`src/rtl/lphs_pkg.sv`:
```
// lphs_pkg: shared types and constants of the linear probing hash set
// field widths, operation and status codes, sequencer states, command/status structs
// no dependencies
package lphs_pkg;

  localparam int KEY_W  = 31;
  localparam int FUNC_W = 2;
  localparam int STAT_W = 2;
  localparam int OCC_W  = 11;
  localparam int MOD_W  = 11;
  localparam int BIT_W  = 5;
  localparam logic [MOD_W-1:0] MOD_RESET = 11'd1024;

  localparam logic [FUNC_W-1:0] FN_SEARCH = 2'd0;
  localparam logic [FUNC_W-1:0] FN_INSERT = 2'd1;
  localparam logic [FUNC_W-1:0] FN_REMOVE = 2'd2;

  localparam logic [STAT_W-1:0] ST_ABSENT   = 2'd0;
  localparam logic [STAT_W-1:0] ST_PRESENT  = 2'd1;
  localparam logic [STAT_W-1:0] ST_ADDED    = 2'd0;
  localparam logic [STAT_W-1:0] ST_FULL     = 2'd2;
  localparam logic [STAT_W-1:0] ST_REMOVED  = 2'd0;
  localparam logic [STAT_W-1:0] ST_NOTFOUND = 2'd1;

  typedef enum logic [3:0] {
    S_CLEAR,
    S_IDLE,
    S_HOME,
    S_RD,
    S_CHK,
    S_WRD,
    S_WCHK,
    S_PHOME,
    S_PRD,
    S_PCHK,
    S_RESP
  } state_t;

  typedef struct packed {
    logic              clr_en;
    logic              cfg_load;
    logic              op_load;
    logic              div_moved;
    logic              pos_from_rem;
    logic              pos_next;
    logic              rd_walk;
    logic              wr_clear_pos;
    logic              wr_clear_walk;
    logic              wr_fill_key;
    logic              wr_fill_moved;
    logic              occ_inc;
    logic              occ_dec;
    logic              walk_init;
    logic              walk_next;
    logic              st_we;
    logic [STAT_W-1:0] st;
    logic              out_load;
  } cmd_t;

  typedef struct packed {
    logic              clr_done;
    logic              div_done;
    logic              rd_valid;
    logic              rd_hit;
    logic              last;
    logic              walk_end;
    logic [FUNC_W-1:0] func;
    logic              out_busy;
  } stat_t;

endpackage

```
`src/rtl/lphs_ctrl.sv`:
```
// lphs_ctrl: sequencer for search, insert, remove with cluster re-insertion
// depends on lphs_pkg
module lphs_ctrl import lphs_pkg::*; (
  input  logic  clk,
  input  logic  rst_n,
  input  logic  in_valid,
  output logic  in_ready,
  input  logic  cfg_valid,
  output logic  cfg_ready,
  input  stat_t stat,
  output cmd_t  cmd
);

  state_t state_r, state_nxt;

  always_ff @(posedge clk) begin
    if (!rst_n) begin
      state_r <= S_CLEAR;
    end else begin
      state_r <= state_nxt;
    end
  end

  always_comb begin
    state_nxt = state_r;
    cmd       = '0;
    in_ready  = 1'b0;
    cfg_ready = 1'b0;
    unique case (state_r)
      S_CLEAR: begin
        cmd.clr_en = 1'b1;
        if (stat.clr_done) begin
          state_nxt = S_IDLE;
        end
      end
      S_IDLE: begin
        cfg_ready = 1'b1;
        in_ready  = !cfg_valid;
        if (cfg_valid) begin
          cmd.cfg_load = 1'b1;
          state_nxt    = S_CLEAR;
        end else if (in_valid) begin
          cmd.op_load = 1'b1;
          state_nxt   = S_HOME;
        end
      end
      S_HOME: begin
        if (stat.div_done) begin
          cmd.pos_from_rem = 1'b1;
          state_nxt        = S_RD;
        end
      end
      S_RD: begin
        state_nxt = S_CHK;
      end
      S_CHK: begin
        if (stat.rd_hit) begin
          if (stat.func == FN_REMOVE) begin
            cmd.wr_clear_pos = 1'b1;
            cmd.occ_dec      = 1'b1;
            cmd.walk_init    = 1'b1;
            state_nxt        = S_WRD;
          end else begin
            cmd.st_we = 1'b1;
            cmd.st    = ST_PRESENT;
            state_nxt = S_RESP;
          end
        end else if (!stat.rd_valid || stat.last) begin
          cmd.st_we = 1'b1;
          state_nxt = S_RESP;
          case (stat.func)
            FN_INSERT: begin
              if (!stat.rd_valid) begin
                cmd.wr_fill_key = 1'b1;
                cmd.occ_inc     = 1'b1;
                cmd.st          = ST_ADDED;
              end else begin
                cmd.st = ST_FULL;
              end
            end
            FN_REMOVE: cmd.st = ST_NOTFOUND;
            default:   cmd.st = ST_ABSENT;
          endcase
        end else begin
          cmd.pos_next = 1'b1;
          state_nxt    = S_RD;
        end
      end
      S_WRD: begin
        if (stat.walk_end) begin
          cmd.st_we = 1'b1;
          cmd.st    = ST_REMOVED;
          state_nxt = S_RESP;
        end else begin
          cmd.rd_walk = 1'b1;
          state_nxt   = S_WCHK;
        end
      end
      S_WCHK: begin
        if (!stat.rd_valid) begin
          cmd.st_we = 1'b1;
          cmd.st    = ST_REMOVED;
          state_nxt = S_RESP;
        end else begin
          // lift the entry out and find its new place from its home
          cmd.div_moved     = 1'b1;
          cmd.wr_clear_walk = 1'b1;
          cmd.occ_dec       = 1'b1;
          state_nxt         = S_PHOME;
        end
      end
      S_PHOME: begin
        if (stat.div_done) begin
          cmd.pos_from_rem = 1'b1;
          state_nxt        = S_PRD;
        end
      end
      S_PRD: begin
        state_nxt = S_PCHK;
      end
      S_PCHK: begin
        if (!stat.rd_valid) begin
          cmd.wr_fill_moved = 1'b1;
          cmd.occ_inc       = 1'b1;
          cmd.walk_next     = 1'b1;
          state_nxt         = S_WRD;
        end else begin
          cmd.pos_next = 1'b1;
          state_nxt    = S_PRD;
        end
      end
      S_RESP: begin
        if (!stat.out_busy) begin
          cmd.out_load = 1'b1;
          state_nxt    = S_IDLE;
        end
      end
      default: state_nxt = S_IDLE;
    endcase
  end

endmodule

```
`config.mk`:
```
export PLATFORM = sky130hd
export DESIGN_NAME = lphs_ctrl
export DESIGN_NICKNAME = d
export VERILOG_FILES = /design/src/rtl/lphs_pkg.sv /design/src/rtl/lphs_ctrl.sv
export SDC_FILE = /design/constraint.sdc
export NUM_CORES = 1
export LEC_CHECK = 0
export ABC_AREA = 1
export BUFFER_PORTS_ARGS = -buffer_cell sky130_fd_sc_hd__buf_2
export CAP_MARGIN = 15
export CORE_MARGIN = 5
export CORE_UTILIZATION = 40
export CTS_CLUSTER_SIZE = 25
export DETAILED_ROUTE_END_ITERATION = 6
export GPL_TIMING_DRIVEN = 0
export PLACE_DENSITY = 0.77
export SETUP_SLACK_MARGIN = 0.1
export SYNTH_ARGS = -nofsm -noshare
export SYNTH_HDL_FRONTEND = slang
export SYNTH_SLANG_ARGS = --single-unit
```
`constraint.sdc`:
```
create_clock -name clk -period 1.9 [get_ports clk]
set_input_delay 0.38 -clock clk [delete_from_list [all_inputs] [get_ports clk]]
set_output_delay 0.38 -clock clk [all_outputs]
set_load 0.005 [all_outputs]
```
==> results of run 1 <==
## worst paths after layout
path / start / end / slack, ns / cells past startpoint
worst min-delay path: rst_n / state_r[0]$_SDFFE_PN0P_ / 0.40 / 3
worst max register to register: state_r[0]$_SDFFE_PN0P_ / state_r[3]$_SDFFE_PN0P_ / 0.54 / 8
worst min register to register: state_r[1]$_SDFFE_PN0P_ / state_r[1]$_SDFFE_PN0P_ / 0.54 / 2
worst max-delay path: state_r[3]$_SDFFE_PN0P_ / cmd[7] / 0.18 / 6
## what timing repair did
action | CTS | global route
endpoints found under the setup margin | 4 | 12
gates resized for setup | 3 | 6
hold buffers | 0 | 0
pin swaps | 0 | 1
setup buffers | 0 | 2
## per-stage QoR
| stage | area [um^2] | util (%) | power (mW) | hold slack (ns) |
|---|---|---|---|---|
| after global placement | 798 | 54.3 | 0.392 | 0.563 |
| after floorplan | 613 | - | 0.308 | 0.516 |
| after detailed placement | 798 | 54.3 | 0.400 | 0.585 |
| after CTS | 828 | 56.3 | 0.516 | 0.394 |
| after global routing | 856 | 58.2 | 0.601 | 0.394 |
| final | 856 | 58.2 | 0.546 | 0.402 |
## power by group
part	internal (mW)	leakage, nW	switching [mW]
Clock	0.0705	0.0138	0.0326
Sequential	0.102	0.0346	0.0342
Combinational	0.128	0.495	0.178
Total	0.300	0.543	0.245
## worst max-delay path: cells and delay by family (launching register included)
| family | cells | cell delay (ns) |
|---|---|---|
| and+or+nand+nor | 4 | 0.56 |
| DFF | 1 | 0.39 |
| buffers and inverters | 2 | 0.17 |
## layer usage
layer / wire [um] / vias up / global-route usage (%)
li1: - / 444 / -
met1: 817 / 370 / 19.7
met2: 834 / 29 / 23.0
met3: 107 / 2 / 1.22
met4: 11 / 0 / 6.73
met5: 0 / - / 0
## placed cells by master, fill, tap and decap left out, types with 2 or more instances in the layout
| cell | n |
|---|---|
| inv_2 | 5 |
| buf_4 | 5 |
| ha_1 | 2 |
| nand2_1 | 26 |
| nor3_1 | 3 |
| dfxtp_2 | 3 |
| nand3_1 | 13 |
| a21oi_1 | 4 |
| clkbuf_4 | 3 |
| o211ai_1 | 2 |
| nor2_1 | 17 |
| nor2_4 | 2 |
| inv_1 | 19 |
| nor2_2 | 8 |
| buf_2 | 33 |
| o21ai_0 | 2 |
## cell families after synthesis
group,count (synthesis),synth area share (%)
AOI/OAI and AO/OA,12,12.0
adders and majority gates,2,4.08
buffers and inverters,27,18.4
DFF,4,13.1
and+or+nand+nor,72,52.4
## cell type report
| cell class | count | area [um^2] | share of cell area [%] |
|---|---|---|---|
| sequential | 4 | 87.6 | 10.2 |
| buffer | 3 | 22.5 | 2.63 |
| timing repair buffer | 35 | 180 | 21.1 |
| inverter | 24 | 90.1 | 10.5 |
| clock buffer | 3 | 22.5 | 2.63 |
| tap | 16 | 20.0 | 2.34 |
| multi-input combinational | 86 | 433 | 50.6 |
==> flow_metrics.env, run 1 <==
export IMPL_cp_slowest_stage_delay_ns=0.39
export IMPL_synth_most_common_cell="nand2_1"
export IMPL_root_buffer="clkbuf_4"
export IMPL_worstPathArrival_ns=1.34
export IMPL_slew_headroom_pct=84.4
export IMPL_grt_overflow=0
export IMPL_worst_slew_pin_transition_ns=0.233
export IMPL_fin_ws_ns=0.176
export IMPL_final_cells=171
export IMPL_crit_path_start_kind="flip-flop"
export IMPL_ant_nets=0
export IMPL_core_um2=1470
export IMPL_first_global_vias=739
export IMPL_synth_seq_cells=4
export IMPL_ys_async_sr_fraction_pct=0
export IMPL_numCtsBuffers=3
export IMPL_antenna_found_initial=0
export IMPL_fill_cells=160
export IMPL_path_clk_slew_ns=0.04
export IMPL_end_kind="output port"
export IMPL_cpMostUsedCell="nor2_2"
export IMPL_top_regs="state_r x4"
export IMPL_wirelength_um=1770
export IMPL_die_y_um=49.2
export IMPL_vdd_drop_max_mv=0.449
export IMPL_ys_top_cells_by_count="26 x nand2_1, 20 x nor2_1, 19 x inv_1, 13 x nand3_1, 6 x nor2_2"
export IMPL_synthCells=117
export IMPL_fin_crit_ns=1.72
export IMPL_antenna_cells=0
export IMPL_gp_congestion=0.882
export IMPL_dp_cells=166
export IMPL_status="completed"
export IMPL_clock_latency_ns=0.23
export IMPL_vias_per_cell=4.94
export IMPL_hold_viol=0
export IMPL_yosys_area_top_type="nand2_1"
export IMPL_setup_tns_ns=0
export IMPL_drc_errors=0
export IMPL_cts_tree="done"
export IMPL_die_area_um2=2420
export IMPL_grt_usage_pct=14.6
export IMPL_drtIter0Drc=25
export IMPL_synthesis_nets=132
export IMPL_io_buffers=33
export IMPL_fp_row_count=14
export IMPL_power_density_nw_per_um2=638
export IMPL_cap_violations=0
export IMPL_final_period_utilization_pct=90.7
export IMPL_fmax_mhz=580
export IMPL_cp_required_ns=1.52
export IMPL_routedWlPerCell_um=10.4
export IMPL_crit_fanout=5
export IMPL_largest_register="state_r"
export IMPL_fin_worst_skew_ns=0.00323
export IMPL_syn_to_final_growth_pct=39.6
export IMPL_setup_viol=0
export IMPL_synth_cell_area_um2=613
export IMPL_ys_types=21
export IMPL_ys_flop_type="dfxtp_1"
export IMPL_io_pins=34
export IMPL_dr_pass1_iters=4
export IMPL_cp_slowest_cell="dfxtp_2"
export IMPL_yosysSeqAreaShare_pct=13.1
export IMPL_crit_type="flip-flop to output port"
export IMPL_hold_class="input port to flip-flop"
export IMPL_ys_warn_count=0
export IMPL_fin_nets=172
export IMPL_synth_avg_cell_area_um2=5.24
export IMPL_rsz0062_at_grt="yes"
export IMPL_grt_pass1_wl_um=2930
export IMPL_drv_slew=0
export IMPL_drive_gt1_share_pct=40.0
export IMPL_synth_edf_count=0
export IMPL_pre_cts_slack_ns=0.246
export IMPL_grt_max_degree=8
export IMPL_clockBufferDepth=2
export IMPL_dieWidth_um=49.2
export IMPL_leakage_nw=0.543
export IMPL_vias=845
export IMPL_cts_sinks=4
export IMPL_dp_hpwl_um=1470
export IMPL_largest_reg_flops=4
export IMPL_synth_top_area_share_pct=15.9
export IMPL_h_tree_depth=1
export IMPL_path_cells="inv_2, nor2_2, nand2_1, nor2_2, or2_2, buf_2"
export IMPL_netlist_top_cells_area="nand2_1 16%, dfxtp_1 13%, nor2_1 12%"
export IMPL_initial_core_util_pct=41.7
Power figures use the tool's default switching activity.
==> inputs of run 2 (changes only) <==
Clock period 1.9 ns to 2.18 ns, I/O delays scaled along.
==> run 2 against run 1 <==
  * Combinational power shrank 21%
  * Routed wire length is 1.3% lower
  * Utilization is 2.0 points lower
  * Final area fell by 3.5%
  * First-iteration DRC count rose by 4.0%
  * Largest cell class unchanged
  * Highest routed layer is now met3
==> flow_metrics.env, run 2 (synthesis gave the netlist of run 1 again) <==
export IMPL_cts_hold_buffers=0
export IMPL_h_tree_depth=1
export IMPL_routedWlPerCell_um=10.3
export IMPL_whs_endpoint="state_r[0]$_SDFFE_PN0P_"
export IMPL_ff2ff_setup_slack_ns=0.69
export IMPL_path_buf_inv=3
export IMPL_setup_viol=0
export IMPL_grt_use_met2_pct=23.0
export IMPL_cap_violations=0
export IMPL_initial_core_util_pct=41.7
export IMPL_pre_cts_slack_ns=0.414
export IMPL_cts_tree="done"
export IMPL_crit_type="flip-flop to output port"
export IMPL_dp_hpwl_um=1470
export IMPL_reg2reg_depth=9
export IMPL_gp_congestion=0.882
export IMPL_grt_usage_pct=14.4
export IMPL_drc_errors=0
export IMPL_fp_row_count=14
export IMPL_path_clk_slew_ns=0.04
export IMPL_core_um2=1470
export IMPL_fmax_mhz=516
export IMPL_power_density_nw_per_um2=540
export IMPL_end_kind="output port"
export IMPL_crit_fanout=7
export IMPL_mostFrequentLayoutCell="buf_2"
export IMPL_critPathTopFamily="flip-flops"
export IMPL_rsz0062_at_grt="no"
export IMPL_drv_slew=0
export IMPL_drtIter0Drc=26
export IMPL_path_cells="inv_2, nor2_2, nand2_1, nor2_2, buf_4, buf_2"
export IMPL_busiest_layer="met2"
export IMPL_hold_viol=0
export IMPL_antenna_cells=0
export IMPL_fin_worst_skew_ns=0.00231
export IMPL_first_global_vias=738
export IMPL_largest_register="state_r"
export IMPL_worstPathArrival_ns=1.50
export IMPL_clockBufferDepth=2
export IMPL_vias=829
export IMPL_ant_nets=0
export IMPL_wirelength_um=1750
export IMPL_die_area_um2=2420
export IMPL_crit_path_start_kind="flip-flop"
export IMPL_die_y_um=49.2
export IMPL_slew_headroom_pct=76.3
export IMPL_grt_use_met1_pct=19.2
export IMPL_clock_latency_ns=0.23
export IMPL_syn_to_final_growth_pct=34.7
export IMPL_status="completed"
export IMPL_cts_sinks=4
export IMPL_worst_slew_pin_transition_ns=0.354
export IMPL_fin_ws_ns=0.240
export IMPL_io_pins=34
export IMPL_largest_reg_flops=4
export IMPL_dr_pass1_iters=4
export IMPL_cp_slowest_cell="dfxtp_1"
export IMPL_drive_gt1_share_pct=34.6
export IMPL_vias_per_cell=4.91
export IMPL_grt_overflow=0
export IMPL_dieWidth_um=49.2
export IMPL_final_period_utilization_pct=89.0
export IMPL_fin_crit_ns=1.94
export IMPL_root_buffer="clkbuf_4"
export IMPL_antenna_found_initial=0
export IMPL_grt_max_degree=8
export IMPL_whs_ns=0.464
export IMPL_fin_nets=170
export IMPL_cp_required_ns=1.74
export IMPL_cp_slowest_stage_delay_ns=0.52
export IMPL_cpMostUsedCell="nor2_2"
export IMPL_setup_tns_ns=0
export IMPL_vdd_drop_max_mv=0.382
export IMPL_regToRegEndpoint="state_r[0]$_SDFFE_PN0P_"
export IMPL_grt_pass1_wl_um=2890
export IMPL_leakage_nw=0.532
export IMPL_numCtsBuffers=3
export IMPL_hp_start="rst_n"
export IMPL_io_buffers=33
export IMPL_regToRegStartpoint="state_r[1]$_SDFFE_PN0P_"
export IMPL_fill_cells=169
export IMPL_grtUsageMet3_pct=1.22
export IMPL_hold_class="input port to flip-flop"
export IMPL_worstHoldPathCells=3
export IMPL_top_regs="state_r x4"
export IMPL_mostFrequentLayoutCells="33 x buf_2, 26 x nand2_1, 20 x nor2_1"
-- run 2: worst min-delay path: cells and delay by family --
family	cells	cell delay, ns
buf+inv	1	0.10
compound gates	1	0.06
simple gates	1	0.04
-- run 2: power by group --
part,switching (mW),leakage [nW],internal [mW]
sequential,0.0296,0.0326,0.0853
clock,0.0288,0.0138,0.0615
combinational,0.148,0.485,0.0925
-- run 2: worst max path at each step --
| stage | from | endpoint | slack [ns] | depth (start not counted) |
|---|---|---|---|---|
| 4_1_cts | state_r[0]$_SDFFE_PN0P_ | cmd[11] | 0.24 | 7 |
| 3_3_place_gp | stat[1] | cmd[1] | 0.42 | 8 |
| 6_report | state_r[1]$_SDFFE_PN0P_ | cmd[15] | 0.24 | 6 |
| 3_5_place_dp | stat[1] | cmd[1] | 0.41 | 8 |
| 5_1_grt | state_r[1]$_SDFFE_PN0P_ | cmd[15] | 0.15 | 6 |
| 2_1_floorplan | stat[1] | cmd[2] | 0.66 | 5 |
-- run 2: layer usage --
| metal | wire length [um] | share of wire (%) |
|---|---|---|
| met1 | 786 | 45 |
| met2 | 823 | 47 |
| met3 | 138 | 7.9 |
| met4 | 0 | 0 |
| met5 | 0 | 0 |
-- run 2: layout make-up --
type / count / area [um^2] / share of cell area (%)
Multi-Input combinational cell: 86 / 425 / 51.5
Timing Repair Buffer: 33 / 165 / 20.0
Inverter: 24 / 90.1 / 10.9
Sequential cell: 4 / 80.1 / 9.70
Clock buffer: 3 / 22.5 / 2.73
Buffer: 3 / 22.5 / 2.73
Tap cell: 16 / 20.0 / 2.42
-- run 2: metrics by stage --
stage	power (mW)	instances	instance area [um^2]	utilization [%]
after floorplan	0.268	117	613	-
after detailed placement	0.349	166	798	54.3
after global placement	0.342	166	798	54.3
after CTS	0.440	169	821	55.8
final	0.446	169	826	56.1
after global routing	0.497	169	826	56.1
-- run 2: repair_timing --
| item | in CTS | in global routing |
|---|---|---|
| resized for setup | 0 | 1 |
| setup buffers | 0 | 0 |
| endpoints found under the setup margin | 0 | 1 |
